**config.mk**
```make
export PLATFORM = sky130hd
export DESIGN_NAME = note_voice_allocator
export DESIGN_NICKNAME = d
export VERILOG_FILES = /design/src/design/nva_pkg.sv /design/src/design/nva_fifo.sv /design/src/design/nva_front.sv /design/src/design/nva_engine.sv /design/src/design/note_voice_allocator.sv
export SDC_FILE = /design/constraint.sdc
export NUM_CORES = 1
export LEC_CHECK = 0
export BUFFER_PORTS_ARGS = -buffer_cell sky130_fd_sc_hd__buf_4
export CAP_MARGIN = 0
export CORE_UTILIZATION = 58
export DETAILED_ROUTE_END_ITERATION = 10
export PLACE_DENSITY = 0.8
export REMOVE_ABC_BUFFERS = 1
export SLEW_MARGIN = 30
export SYNTH_ARGS = -nofsm -noshare
export SYNTH_HDL_FRONTEND = slang
export SYNTH_SLANG_ARGS = --single-unit
```
**constraint.sdc**
```tcl
create_clock -name clk -period 6.64 [get_ports clk]
set_input_delay 0.664 -clock clk [delete_from_list [all_inputs] [get_ports clk]]
set_output_delay 0.664 -clock clk [all_outputs]
set_load 0.03 [all_outputs]
```
**src/design/nva_pkg.sv**
```systemverilog
// Shared types and codes for the note voice allocator.
// Holds the policy and mode codes, the classified event and the result beat.
// No dependencies.
package nva_pkg;

  // Policy register codes (the unused code decodes as round robin).
  localparam logic [1:0] POL_BCAST = 2'd0;
  localparam logic [1:0] POL_FIRST = 2'd1;
  localparam logic [1:0] POL_RR    = 2'd2;

  // Event mode codes.
  localparam logic MODE_ON  = 1'b0;
  localparam logic MODE_OFF = 1'b1;

  // Register indexes on the configuration port.
  localparam logic REG_POLICY = 1'b0;
  localparam logic REG_COUNT  = 1'b1;

  localparam int NOTE_W  = 7;
  localparam int MASK_W  = 8;
  localparam int FIRST_W = 3;

  // Operation chosen by the front end for one event.
  typedef enum logic [2:0] {
    OP_ON_ALL,
    OP_ON_FIRST,
    OP_ON_RR,
    OP_OFF_ALL,
    OP_OFF_FIRST,
    OP_OFF_RR
  } op_t;

  typedef struct packed {
    op_t               op;
    logic [NOTE_W-1:0] note;
  } evt_t;

  typedef struct packed {
    logic [MASK_W-1:0]  touched_mask;
    logic               found;
    logic [FIRST_W-1:0] first_device;
  } res_t;

endpackage

```
**src/design/nva_fifo.sv**
```systemverilog
// Two-entry first-in first-out queue of W-bit beats.
// Used between the front end, the allocation engine and the result port.
// No dependencies.
module nva_fifo #(
  parameter int W = 8
) (
  input  logic         clk,
  input  logic         rst,
  input  logic         wr_en,
  input  logic [W-1:0] wr_data,
  output logic         full,
  input  logic         rd_en,
  output logic [W-1:0] rd_data,
  output logic         empty
);

  logic [W-1:0] mem [2];
  logic         wr_ptr;
  logic         rd_ptr;
  logic [1:0]   count;
  logic         do_wr;
  logic         do_rd;

  assign full    = (count == 2'd2);
  assign empty   = (count == 2'd0);
  assign do_wr   = wr_en & ~full;
  assign do_rd   = rd_en & ~empty;
  assign rd_data = mem[rd_ptr];

  // Pointers and fill count.
  always_ff @(posedge clk) begin
    if (rst) begin
      wr_ptr <= 1'b0;
      rd_ptr <= 1'b0;
      count  <= 2'd0;
    end else begin
      if (do_wr) wr_ptr <= ~wr_ptr;
      if (do_rd) rd_ptr <= ~rd_ptr;
      if (do_wr && !do_rd) begin
        count <= count + 2'd1;
      end else if (do_rd && !do_wr) begin
        count <= count - 2'd1;
      end
    end
  end

  // Storage needs no reset.
  always_ff @(posedge clk) begin
    if (do_wr) mem[wr_ptr] <= wr_data;
  end

endmodule

```
**src/design/nva_front.sv**
```systemverilog
// Front end: accepts note events and classifies each into an operation.
// Depends on nva_pkg and nva_fifo.
module nva_front (
  input  logic                    clk,
  input  logic                    rst,
  input  logic                    push,
  output logic                    full,
  input  logic                    mode,
  input  logic [nva_pkg::NOTE_W-1:0] note,
  input  logic [1:0]              policy,
  output logic                    evt_valid,
  input  logic                    evt_take,
  output nva_pkg::evt_t           evt
);

  nva_pkg::evt_t cls;
  logic          q_empty;
  logic [$bits(nva_pkg::evt_t)-1:0] q_data;

  // Map mode and policy to one operation.
  always_comb begin
    cls.note = note;
    unique case (policy)
      nva_pkg::POL_BCAST: begin
        cls.op = (mode == nva_pkg::MODE_OFF) ? nva_pkg::OP_OFF_ALL : nva_pkg::OP_ON_ALL;
      end
      nva_pkg::POL_FIRST: begin
        cls.op = (mode == nva_pkg::MODE_OFF) ? nva_pkg::OP_OFF_FIRST : nva_pkg::OP_ON_FIRST;
      end
      default: begin
        cls.op = (mode == nva_pkg::MODE_OFF) ? nva_pkg::OP_OFF_RR : nva_pkg::OP_ON_RR;
      end
    endcase
  end

  // Event queue toward the engine.
  nva_fifo #(
    .W($bits(nva_pkg::evt_t))
  ) u_evt_q (
    .clk    (clk),
    .rst    (rst),
    .wr_en  (push),
    .wr_data(cls),
    .full   (full),
    .rd_en  (evt_take),
    .rd_data(q_data),
    .empty  (q_empty)
  );

  assign evt_valid = ~q_empty;
  assign evt       = nva_pkg::evt_t'(q_data);

endmodule

```
**src/design/nva_engine.sv**
```systemverilog
// Allocation engine: holds device state and carries out one event per cycle while res_ready is high.
// Depends on nva_pkg.
module nva_engine #(
  parameter int DEVICES = 8
) (
  input  logic          clk,
  input  logic          rst,
  input  logic [3:0]    device_count,
  input  logic          evt_valid,
  output logic          evt_take,
  input  nva_pkg::evt_t evt,
  output logic          res_valid,
  input  logic          res_ready,
  output nva_pkg::res_t res
);

  localparam int DW = (DEVICES > 1) ? $clog2(DEVICES) : 1;
  localparam int CW = $clog2(DEVICES + 1);

  logic [DEVICES-1:0]          busy;
  logic [nva_pkg::NOTE_W-1:0]  dev_note [DEVICES];
  logic [DW-1:0]               last_assigned;
  logic                        last_valid;

  logic [CW-1:0]      n;
  logic [DEVICES-1:0] active;
  logic [DEVICES-1:0] idle;
  logic [DEVICES-1:0] match;
  logic [DEVICES-1:0] on_hi;
  logic [DEVICES-1:0] off_lo;
  logic [DEVICES-1:0] touch;
  logic [DW-1:0]      start_on;
  logic [DW-1:0]      start_off;
  logic [DW-1:0]      first_idx;
  logic               go;
  logic               any;
  logic               is_on;
  logic [63:0]        touch_wide;
  logic [5:0]         first_wide;

  // Lowest set bit as a one-hot vector.
  function automatic logic [DEVICES-1:0] low_one(input logic [DEVICES-1:0] v);
    return v & (~v + DEVICES'(1));
  endfunction

  // Highest set bit as a one-hot vector.
  function automatic logic [DEVICES-1:0] high_one(input logic [DEVICES-1:0] v);
    logic [DEVICES-1:0] r;
    logic               hit;
    r   = '0;
    hit = 1'b0;
    for (int d = DEVICES - 1; d >= 0; d--) begin
      if (v[d] && !hit) begin
        r[d] = 1'b1;
        hit  = 1'b1;
      end
    end
    return r;
  endfunction

  // Index of the lowest set bit, zero when none.
  function automatic logic [DW-1:0] low_idx(input logic [DEVICES-1:0] v);
    logic [DW-1:0] idx;
    idx = '0;
    for (int d = DEVICES - 1; d >= 0; d--) begin
      if (v[d]) idx = DW'(d);
    end
    return idx;
  endfunction

  assign go        = evt_valid & res_ready;
  assign evt_take  = go;
  assign res_valid = go;

  // Devices taking part, with the count saturated to the chain length.
  always_comb begin
    if (32'(device_count) > 32'(DEVICES)) begin
      n = CW'(DEVICES);
    end else begin
      n = CW'(device_count);
    end
  end

  // Per-device compares.
  always_comb begin
    for (int d = 0; d < DEVICES; d++) begin
      active[d] = (32'(d) < 32'(n));
      idle[d]   = active[d] & ~busy[d];
      match[d]  = active[d] & busy[d] & (dev_note[d] == evt.note);
    end
  end

  // Round-robin start points and the wrapped search windows.
  always_comb begin
    if (last_valid && (32'(last_assigned) + 32'd1 < 32'(n))) begin
      start_on = DW'(32'(last_assigned) + 32'd1);
    end else begin
      start_on = '0;
    end
    if (last_assigned == '0 || 32'(last_assigned) >= 32'(n)) begin
      start_off = DW'(32'(n) - 32'd1);
    end else begin
      start_off = DW'(32'(last_assigned) - 32'd1);
    end
    for (int d = 0; d < DEVICES; d++) begin
      on_hi[d]  = idle[d] & (32'(d) >= 32'(start_on));
      off_lo[d] = match[d] & (32'(d) <= 32'(start_off));
    end
  end

  // Choose the devices this event touches.
  always_comb begin
    is_on = 1'b0;
    unique case (evt.op)
      nva_pkg::OP_ON_ALL: begin
        touch = idle;
        is_on = 1'b1;
      end
      nva_pkg::OP_ON_FIRST: begin
        touch = low_one(idle);
        is_on = 1'b1;
      end
      nva_pkg::OP_ON_RR: begin
        touch = (|on_hi) ? low_one(on_hi) : low_one(idle);
        is_on = 1'b1;
      end
      nva_pkg::OP_OFF_ALL: begin
        touch = match;
      end
      nva_pkg::OP_OFF_FIRST: begin
        touch = low_one(match);
      end
      nva_pkg::OP_OFF_RR: begin
        if (!last_valid) begin
          touch = '0;
        end else begin
          touch = (|off_lo) ? high_one(off_lo) : high_one(match);
        end
      end
      default: begin
        touch = '0;
      end
    endcase
  end

  assign any        = |touch;
  assign first_idx  = low_idx(touch);
  assign touch_wide = 64'(touch);
  assign first_wide = 6'(first_idx);

  // Result beat: only the first eight devices show in the mask.
  always_comb begin
    res.touched_mask = touch_wide[nva_pkg::MASK_W-1:0];
    res.found        = any;
    res.first_device = first_wide[nva_pkg::FIRST_W-1:0];
  end

  // Busy flags and round-robin position.
  always_ff @(posedge clk) begin
    if (rst) begin
      busy          <= '0;
      last_assigned <= '0;
      last_valid    <= 1'b0;
    end else if (go) begin
      if (is_on) begin
        busy <= busy | touch;
      end else begin
        busy <= busy & ~touch;
      end
      if (evt.op == nva_pkg::OP_ON_RR && any) begin
        last_assigned <= first_idx;
        last_valid    <= 1'b1;
      end
    end
  end

  // Note held by each device; only read while the device is busy.
  always_ff @(posedge clk) begin
    for (int d = 0; d < DEVICES; d++) begin
      if (go && is_on && touch[d]) begin
        dev_note[d] <= evt.note;
      end
    end
  end

endmodule

```
**src/design/note_voice_allocator.sv**
```systemverilog
// Top level of the note voice allocator: configuration registers and queues.
// Depends on nva_pkg, nva_fifo, nva_front and nva_engine.
//
// Note-on and note-off events enter through a two-entry queue, are allocated
// against the device chain by the engine's combinational compare and
// priority-encode step, and leave as result beats through a second two-entry
// queue. The block sustains one event per clock while results are popped as
// they appear; an event passes the event queue and the engine, which waits
// for room in the result queue; its result then shows on the ports. The user
// must write policy and device count over the APB port only while no event
// is in flight; the block itself does not enforce this. pready is always high.
module note_voice_allocator #(
  parameter int DEVICES = 8
) (
  input  logic        clk,
  input  logic        rst,
  // Configuration port.
  input  logic        psel,
  input  logic        penable,
  input  logic        pwrite,
  input  logic [2:0]  paddr,
  input  logic [31:0] pwdata,
  output logic [31:0] prdata,
  output logic        pready,
  // Event side.
  input  logic        push,
  output logic        full,
  input  logic        mode,
  input  logic [6:0]  note,
  // Result side.
  output logic        empty,
  input  logic        pop,
  output logic [7:0]  touched_mask,
  output logic        found,
  output logic [2:0]  first_device
);

  logic [1:0]    policy;
  logic [3:0]    device_count;
  logic          cfg_wr;
  logic          evt_valid;
  logic          evt_take;
  nva_pkg::evt_t evt;
  logic          res_valid;
  logic          res_full;
  nva_pkg::res_t res;
  logic [$bits(nva_pkg::res_t)-1:0] out_data;
  nva_pkg::res_t out_beat;

  assign pready = 1'b1;
  assign cfg_wr = psel & penable & pwrite & pready;

  // Configuration registers.
  always_ff @(posedge clk) begin
    if (rst) begin
      policy       <= nva_pkg::POL_BCAST;
      device_count <= 4'd8;
    end else if (cfg_wr) begin
      unique case (paddr[2])
        nva_pkg::REG_POLICY: policy       <= pwdata[1:0];
        nva_pkg::REG_COUNT:  device_count <= pwdata[3:0];
        default: ;
      endcase
    end
  end

  // Register read-back.
  always_comb begin
    unique case (paddr[2])
      nva_pkg::REG_POLICY: prdata = {30'd0, policy};
      nva_pkg::REG_COUNT:  prdata = {28'd0, device_count};
      default:             prdata = '0;
    endcase
  end

  nva_front u_front (
    .clk      (clk),
    .rst      (rst),
    .push     (push),
    .full     (full),
    .mode     (mode),
    .note     (note),
    .policy   (policy),
    .evt_valid(evt_valid),
    .evt_take (evt_take),
    .evt      (evt)
  );

  nva_engine #(
    .DEVICES(DEVICES)
  ) u_engine (
    .clk         (clk),
    .rst         (rst),
    .device_count(device_count),
    .evt_valid   (evt_valid),
    .evt_take    (evt_take),
    .evt         (evt),
    .res_valid   (res_valid),
    .res_ready   (~res_full),
    .res         (res)
  );

  // Result queue toward the consumer.
  nva_fifo #(
    .W($bits(nva_pkg::res_t))
  ) u_res_q (
    .clk    (clk),
    .rst    (rst),
    .wr_en  (res_valid),
    .wr_data(res),
    .full   (res_full),
    .rd_en  (pop),
    .rd_data(out_data),
    .empty  (empty)
  );

  assign out_beat     = nva_pkg::res_t'(out_data);
  assign touched_mask = out_beat.touched_mask;
  assign found        = out_beat.found;
  assign first_device = out_beat.first_device;

endmodule

```
# Word-level counts from Yosys, hierarchy flattened
# Memories as Yosys holds them, arrays and structs flattened. A register that Yosys moved wholly into a read port is not among the register bits.
# Cells that the tools add are included.
[classes]
n_addsub = 10
n_lt_le_gt_ge = 25
eq_ne = 16
n_mux = 106
bitwise = 71
n_reduce_logical = 62
[op_table]
columns = ["operator", "count"]
rows = [
  ["1-bit two-way mux", 81],
  ["32-bit one-hot mux with 2 select lines", 1],
  ["7-bit equality test", 8],
  ["8-bit one-hot mux with 6 select lines", 1],
  ["1-bit bitwise AND", 45],
  ["3-bit two-way mux", 12],
  ["8-bit bitwise AND", 4],
  ["8-bit two-way mux", 4],
  ["8-bit NOT", 4],
  ["1-bit logical AND", 29],
  ["8-bit by 1-bit adder with 8-bit output, second input constant", 3],
  ["8-bit OR reduction", 3],
  ["1-bit zero test", 18],
  ["1-bit NOT", 17],
  ["3-bit by 4-bit less-than comparator with 1-bit output, first input constant", 4],
  ["3-bit less-or-equal comparator, first input constant", 4],
  ["2-bit two-way mux", 5],
  ["3-bit greater-or-equal comparator, first input constant", 3],
  ["1-bit by 4-bit less-than comparator with 1-bit output, first input constant", 2],
  ["2-bit by 4-bit less-than comparator with 1-bit output, first input constant", 2],
  ["8-bit OR", 1],
  ["3-bit by 2-bit equality test with 1-bit output, second input constant", 2],
  ["3-bit equality test, second input constant", 2],
  ["1-bit by 3-bit greater-or-equal comparator with 1-bit output, first input constant", 2],
  ["21 further kinds", 33],
]
[totals]
reg_bits = 26
ramBits = 100
inputBits = 50
output_inout_bits = 47
word_cells = 304
n_memories = 3
[memory_table]
columns = ["memory", "words", "width", "read_ports", "rd_clocked_by_memory_dff", "wr", "line", "text"]
rows = [
  ["u_engine.dev_note", 8, 7, 8, 0, 8, "nva_engine.sv:21", "logic [nva_pkg::NOTE_W-1:0] dev_note [DEVICES];"],
  ["u_res_q.mem", 2, 12, 1, 1, 1, "nva_fifo.sv:17", "logic [W-1:0] mem [2];"],
  ["u_front.u_evt_q.mem", 2, 10, 1, 1, 1, "nva_fifo.sv:17", ""],
]

# Longest topological paths before layout
# Gate-level depths: netlist of the first run.
[logic_depth]
ltp_word = 54
depth_mapped = 21
depth_no_buf = 21

# Hierarchy
# A second synthesis of the first run with hierarchy kept.
[unflattened]
hier_cells = 662
hier_area_um2 = 7295.7
[by_module_without_submodules]
columns = ["module", "instances", "cells_per_inst", "area_each_um2", "seq_area_each_um2"]
rows = [
  ["nva_engine", 1, 476, 4703.3, 1921.8],
  ["nva_fifo at u_res_q", 1, 62, 1078.5, 820.8],
  ["nva_fifo at u_front.u_evt_q", 1, 56, 935.9, 700.7],
  ["note_voice_allocator", 1, 62, 538.0, 120.1],
  ["nva_front", 1, 6, 40.0, 0.0],
]

# Worst setup path after synthesis of the first run
# Ideal clock, no wire load.
[synth_path]
kind = "register to register"
start = "register device_count[1]"
end = "memory u_engine.dev_note[1][10] (netlist bit), enable pin"
setup_time_ns = 0.372
arrival_time_ns = 4.699
required_ns = 6.268
slack_ns = 1.568
path_stages_with_launch = 18
n_path_buf = 2
period_less_slack_ns = 5.072
path_cell_list = "dfxtp_1 -> clkbuf_1 -> nand2_1 -> ha_1 -> and4b_1 -> a221oi_2 -> nand2_1 -> mux2_2 -> inv_1 -> ha_1 -> clkbuf_1 -> o21ai_0 -> o2111a_1 -> a311o_1 -> nor4_2 -> nand2_2 -> o31ai_2 -> nor2b_1"
[synth_rtl]
columns = ["element", "line", "text"]
rows = [
  ["start, declared", "note_voice_allocator.sv:39", "logic [3:0] device_count;"],
  ["start signal, assigned", "note_voice_allocator.sv:61", "nva_pkg::REG_COUNT: device_count <= pwdata[3:0];"],
  ["end, declared", "nva_engine.sv:21", ""],
]

==> results.yml, run 1 <==
clock_network:
  clock-root-buffer: "clkbuf_16"
  htreeDepth: 4
  cts.clk_slew.worst_paths_ps: 60
  hold_buffers: 0
  worstSkewPairLatency_ps: 420
  cts_tree: "yes"
  post_cts_resized: 0
  cts_made_buffers: 17
  post-cts-setup-buffers: 0
  cts_num_sinks: 128
  clockBufferDepth: 2
detailed_routing:
  totalWireLength_mm: 16.6
  via_per_inst: 6.06
  wl_per_cell_microns: 19.7
  route.detailed.drc: 0
  ant_nets: 0
  drt_iter0_markers: 466
  dr.pass1.iters: 5
  vias: 5105
layout:
  final_layout_size_suffix_gt1_frac: 0.185
  area_growth_pct: 13.6
  fin_nets: 748
  stdcell_area_sq_um: 8100
  final_cells: 843
  n_antenna_cell: 0
synth:
  synth_xor_area_frac: 0.0835
  ys_seq_elements: 128
  synth-compound-area-share: 0.123
  yosysWarnings: 0
  yosysMostFrequentCell: "edfxtp_1"
  syn_avg_cell_area_sq_um: 11.2
  synth_top_family_by_area: "simple AND/OR/NAND/NOR gates"
  synth_top_area_share: 0.421
  synthCells: 635
  synth_area_sq_um: 7130
  synth_commonest_cells: "100 x edfxtp_1, 56 x nor2_1, 55 x xnor2_1"
  synth_ff_type: "edfxtp_1"
  yosysUniqueCellTypes: 82
  synthSimpleGateAreaFrac: 0.143
  ys_async_sr_fraction: 0
  synth-adder-area-share: 0.0263
  synth-edff-count: 100
  muxShareOfSynthArea: 0.0661
  synth.area.top_cells: "edfxtp_1 42%, dfxtp_1 7.9%, xnor2_1 6.8%"
  ys_seq_area_frac: 0.500
  synth_top_area_cell: "edfxtp_1"
critical_path:
  worstPathArrival_ps: 6070
  crit_fanout: 11
  cp.required_ps: 6840
  critPathLaunchType: "register"
  critPathCaptureType: "register"
  crit_type: "register to register"
global_routing:
  overflow: 0
  grt_max_degree: 27
  grt_pass1_vias: 5227
  grt_util_all_layers: 0.274
  antenna_found_initial: 0
  grt_pass1_wl_mm: 26.3
pwr:
  p_clk_frac: 0.310
  p_leak_nw: 3.03
  peakVddDrop_v: 0.000289
  intPower_mw: 2.11
  power.share.sequential: 0.362
  combPwrFrac: 0.328
  finalPower_mw: 3.22
  p_switching_mw: 1.11
  cellPowerDensity_nw_per_um2: 398
  netSwitchingFraction: 0.346
place:
  globalplace.congestion: 0.964
  hpwl_mm: 12.0
  place_area_sq_um: 7460
  io_buffers: 37
  place_inst: 811
worst_hold_path:
  hp-class: "input port to register"
timing:
  fin_skew_ps: 9.21
  setup_viol: 0
  fin_setup_tns_ps: 0
  final_max_slew_viol_count: 0
  period_minus_slack_ps: 5860
  maxSlewHeadroom: 0.412
  period_share: 0.883
  rsz0062_at_grt: "false"
  fmax_ghz: 0.171
  hold_ws_ps: 429
  hold_viol_final: 0
  tightest_slew_ps: 879
flow_run:
  drv_cap: 0
floorplanning:
  dieArea_sq_um: 12700
  io_pins: 97
  fp-row-count: 40
  die_h_microns: 113
  die_w_microns: 113
  fp.coreArea_sq_um: 12000
  initial_core_util: 0.594
status:
  status: "complete, no violations"
==> sequential cells by signal, summed over array words and instances, names as in the netlist, 2 cells and up, named ones only <==
name,flops
u_engine.last_assigned,3
u_res_q.count,2
u_front.u_evt_q.count,2
device_count,4
u_front.u_evt_q.mem,20
policy,2
u_engine.dev_note,56
u_res_q.mem,24
==> power by group through the flow <==
stage / logic (mW) / clock network [mW] / registers [mW]
2_1_floorplan: 0.756 / 0 / 1.16
3_3_place_gp: 1.01 / 0 / 1.17
3_5_place_dp: 1.04 / 0 / 1.18
4_1_cts: 1.05 / 1.01 / 1.17
5_1_grt: 1.14 / 1.04 / 1.18
6_report: 1.06 / 0.999 / 1.16
==> layer usage <==
layer / part of all wire / wire length [microns] / global-route usage / up-vias
met4: 0.038 / 636 / 0.145 / 0
met2: 0.50 / 8330 / 0.487 / 252
met1: 0.39 / 6500 / 0.312 / 2424
met5: 0 / 0 / 0 / -
met3: 0.067 / 1120 / 0.0562 / 48
li1: - / - / - / 2381
==> placed cells by master (no fill, tap or decap), types with 7 or more instances in the layout <==
master,count
nor4_1,16
inv_1,30
nand2_1,37
a21oi_1,20
o21ai_0,24
xnor2_1,55
and2_1,8
nor3_1,12
mux2i_1,10
xor2_1,13
buf_4,44
conb_1,29
mux2i_4,7
nand2b_1,9
clkbuf_16,17
dfxtp_1,28
o31ai_1,7
nor2_1,55
a31oi_1,7
nand3_1,13
nor2b_1,9
edfxtp_1,100
mux2_2,19
ha_1,15
==> per-stage QoR <==
| step | setup WS [ps] | utilization |
|---|---|---|
| floorplan | 1680 | - |
| finish | 777 | 0.674 |
| detailed placement | 899 | 0.621 |
| global route | 474 | 0.674 |
| CTS | 901 | 0.674 |
| global placement | 979 | 0.621 |
==> worst max-delay path, stage by stage (launching register included) <==
cell	delay (ps)
dfxtp_1	640
nor2b_1	400
ha_1	290
and4b_1	190
a221oi_2	260
nand2_1	170
mux2_2	380
inv_1	90
ha_1	480
nor2_1	80
o21ai_0	370
a211oi_2	250
nor4_2	650
nand2_2	190
o31ai_2	700
nor4_4	150
nor3_1	350
==> cell families (layout without fill, tap and decap cells) <==
logic type,count (synthesis),after routing
multiplexers,36,36
AND/OR/NAND/NOR,195,195
flip-flops,128,128
buffers and inverters,74,108
other,2,29
adder cells (fa/ha/maj),15,15
AO/OA/AOI/OAI,117,117
XOR/XNOR,68,68
==> cell type report <==
class / instances / area [sq um]
multi-input combinational: 460 / 3270
tap: 147 / 184
timing repair buffer: 44 / 330
clock inverter: 14 / 205
sequential: 128 / 3560
clock buffer: 18 / 429
fill: 907 / 3910
inverter: 32 / 120
==> path summary, 6_finish.rpt <==
check / startpoint / end / cells after the start / slack [ps]
worst max-delay path: device_count[0]$_SDFFE_PP0P_ / u_res_q.mem[0][2]$_DFFE_PP_ / 16 / 780
worst max register to register: device_count[0]$_SDFFE_PP0P_ / u_res_q.mem[0][2]$_DFFE_PP_ / 16 / 780
worst min-delay path: note[1] / u_front.u_evt_q.mem[1][1]$_DFFE_PP_ / 1 / 430
worst min register to register: u_front.u_evt_q.rd_ptr$_SDFFE_PP0P_ / register / 2 / 520
Note: power is estimated with default switching activity, not from simulation.
==> run 2, diff against run 1 <==
- ABC_AREA: default -> 1
- CORE_UTILIZATION: 58 -> 59
- GPL_TIMING_DRIVEN: default -> 0
- PLACE_DENSITY: 0.8 -> 0.81
==> run 2 against run 1 <==
Against the previous run: sequential share of layout area fell by 4.4 points; clock skew rose by 2.7 ps; clock power fell by 2.4%; first-iteration DRC count rose by 22%; final cell count rose by 54%; worst hold slack got worse by 1.4 ps; critical endpoint is now u_engine.dev_note[0][24]$_DFFE_PP_.
==> results.yml, run 2 <==
pwr:
  power.share.sequential: 0.323
  p_clk_frac: 0.268
  p_switching_mw: 1.50
  intPower_mw: 2.14
  p_leak_nw: 4.42
  finalPower_mw: 3.64
  netSwitchingFraction: 0.412
  combPwrFrac: 0.409
  cellPowerDensity_nw_per_um2: 404
  peakVddDrop_v: 0.000250
timing:
  maxSlewHeadroom: 0.390
  period_minus_slack_ps: 4730
  setup_viol: 0
  period_share: 0.712
  setup_ws_ps: 1910
  rsz0062_at_grt: "false"
  fin_skew_ps: 11.9
  fmax_ghz: 0.211
  tightest_slew_ps: 912
  fin_setup_tns_ps: 0
  final_max_slew_viol_count: 0
  hold_viol_final: 0
layout:
  largest_reg_flops: 56
  final_layout_size_suffix_gt1_frac: 0.143
  n_fill_cell: 1077
  layout_common_cells: "321 x nand2_1, 169 x inv_1, 100 x edfxtp_1, 99 x nor2_1, 78 x nand3_1"
  final_common_cell: "nand2_1"
  area_growth_pct: 11.7
  top_regs: "u_engine.dev_note x56, u_res_q.mem x24, u_front.u_evt_q.mem x20"
  fin_nets: 1174
  n_antenna_cell: 0
  regMostFlops: "u_engine.dev_note"
floorplanning:
  dieArea_sq_um: 14100
  fp-row-count: 42
  fp.coreArea_sq_um: 13300
  initial_core_util: 0.607
  io_pins: 97
  die_h_microns: 119
  die_w_microns: 119
clock_network:
  cts.clk_slew.worst_paths_ps: 60
  hold_buffers: 0
  post-cts-setup-buffers: 0
  cts_tree: "yes"
  htreeDepth: 4
  clock-root-buffer: "clkbuf_16"
  worstSkewPairLatency_ps: 420
  clockBufferDepth: 2
  cts_made_buffers: 17
  post_cts_resized: 0
  cts_num_sinks: 128
flow_run:
  drv_cap: 0
worst_hold_path:
  hp-class: "input port to register"
critical_path:
  worstPathArrival_ps: 4780
  critPathLaunchType: "register"
  reg2reg_to: "u_engine.dev_note[0][24]$_DFFE_PP_"
  crit_end: "u_engine.dev_note[0][24]$_DFFE_PP_"
  reg2reg_depth: 27
  cp-startpoint: "device_count[0]$_SDFFE_PP0P_"
  critPathCaptureType: "register"
  worst-r2r-setup-slack_ps: 1910
  r2r_start: "device_count[0]$_SDFFE_PP0P_"
  crit_type: "register to register"
  cp.required_ps: 6690
  crit_fanout: 8
detailed_routing:
  wl_per_cell_microns: 14.8
  route.detailed.drc: 0
  dr.pass1.iters: 5
  vias: 6928
  totalWireLength_mm: 19.3
  via_per_inst: 5.34
  drt_iter0_markers: 568
  ant_nets: 0
synth:
  ys_seq_elements: 128
  ys_seq_area_frac: 0.442
  synth_top_area_cell: "edfxtp_1"
  yosysWarnings: 0
  yosysMostFrequentCell: "nand2_1"
  synthCells: 1063
  syn_avg_cell_area_sq_um: 7.59
  ys_async_sr_fraction: 0
  yosysUniqueCellTypes: 43
  synth_area_sq_um: 8070
  synth-edff-count: 100
  synth_ff_type: "edfxtp_1"
  synth.area.top_cells: "edfxtp_1 37%, nand2_1 15%, inv_1 7.9%"
  synth_top_area_share: 0.372
  synth_commonest_cells: "321 x nand2_1, 169 x inv_1, 101 x nor2_1"
global_routing:
  grt_util_all_layers: 0.286
  overflow: 0
  antenna_found_initial: 0
  grt_max_degree: 18
  grt_pass1_vias: 6460
  grt_pass1_wl_mm: 31.1
status:
  status: "complete, no violations"
place:
  globalplace.congestion: 0.954
  place_ws_ps: 2050
  io_buffers: 37
  hpwl_mm: 14.0
## run 2: cell count changes in the layout (fill, tap and decap cells not counted), moves of 11 or more
| cell | previous run | this run |
|---|---|---|
| nand2_1 | 37 | 321 |
| a21oi_1 | 20 | 42 |
| inv_1 | 30 | 169 |
| nand3_1 | 13 | 78 |
| nor4_1 | 16 | 0 |
| xor2_1 | 13 | 2 |
| xnor2_1 | 55 | 0 |
| nor2_1 | 55 | 99 |
| nand4_1 | 5 | 18 |
| nand2_2 | 2 | 29 |
## run 2: cells by family (layout without fill, tap and decap cells)
group                    after synthesis  in the layout  synth area share
buffers and inverters                217            249             0.119
other                                  2             29          0.000931
flip-flops                           128            128             0.442
multiplexers                          12             12            0.0168
AO/OA/AOI/OAI                         94             94            0.0639
AND/OR/NAND/NOR                      593            593             0.332
XOR/XNOR                               2              2           0.00217
adder cells (fa/ha/maj)               15             15            0.0233
## run 2: worst max-delay path: stages (launching register included)
cell and delay (ps):
dfxtp_1 350, nor2_1 220, nand2_1 90, nand2_1 70
nand2_1 120, ha_1 330, nand2_1 90, nor2_2 60
nor2_4 120, nand2_2 120, nand2_1 80, o21a_1 170
inv_1 100, ha_1 300, inv_1 70, nand3_1 180
nand2_1 160, inv_1 80, nand2_1 70, nand2_1 60
nand2_1 100, nor2_4 210, nand2_2 110, o21ai_1 90
nand3_1 90, nand2_1 260, nand2_1 110, nor2_1 570
## run 2: worst min path at each step
stage | startpoint | endpoint | slack [ps] | depth (start not counted)
floorplan | u_front.u_evt_q.rd_ptr$_SDFFE_PP0P_ | register | 430 | 1
global placement | u_front.u_evt_q.rd_ptr$_SDFFE_PP0P_ | u_front.u_evt_q.rd_ptr$_SDFFE_PP0P_ | 440 | 1
detailed placement | u_front.u_evt_q.rd_ptr$_SDFFE_PP0P_ | register | 460 | 1
CTS | note[6] | u_front.u_evt_q.mem[1][6]$_DFFE_PP_ | 420 | 1
global route | note[1] | u_front.u_evt_q.mem[0][1]$_DFFE_PP_ | 420 | 1
finish | note[5] | u_front.u_evt_q.mem[0][5]$_DFFE_PP_ | 430 | 1
## run 2: area by class of cell
cell class | instances | area (sq um) | share of cell area
Inverter | 180 | 683 | 0.0759
Clock buffer | 17 | 425 | 0.0472
Sequential cell | 128 | 3560 | 0.396
Clock inverter | 15 | 189 | 0.0210
Timing Repair Buffer | 37 | 278 | 0.0308
Multi-Input combinational cell | 745 | 3650 | 0.405
Tap cell | 176 | 220 | 0.0245
## run 2: per-layer routing
layer,wire [microns],vias up,GRT usage
li1,-,3423,-
met1,8320,3140,0.386
met2,8670,321,0.448
met3,1640,44,0.0527
met4,623,0,0.132
met5,0,-,0
## run 2: stage by stage
stage                     hold WS [ps]  utilization  area, sq um  instances
after CTS                          419        0.677         9000       1298
after global placement             437        0.631         8390       1266
final                              428        0.677         9000       1298
after global routing               421        0.677         9000       1298
after detailed placement           459        0.631         8390       1266
after floorplan                    426            -         7890       1053
## run 2: power by group through the flow
stage	logic [mW]	registers [mW]	clock network (mW)
finish	1.49	1.17	0.975
global route	1.64	1.19	1.01
CTS	1.47	1.17	0.979
detailed placement	1.45	1.19	0
global placement	1.42	1.18	0
floorplan	1.06	1.16	0
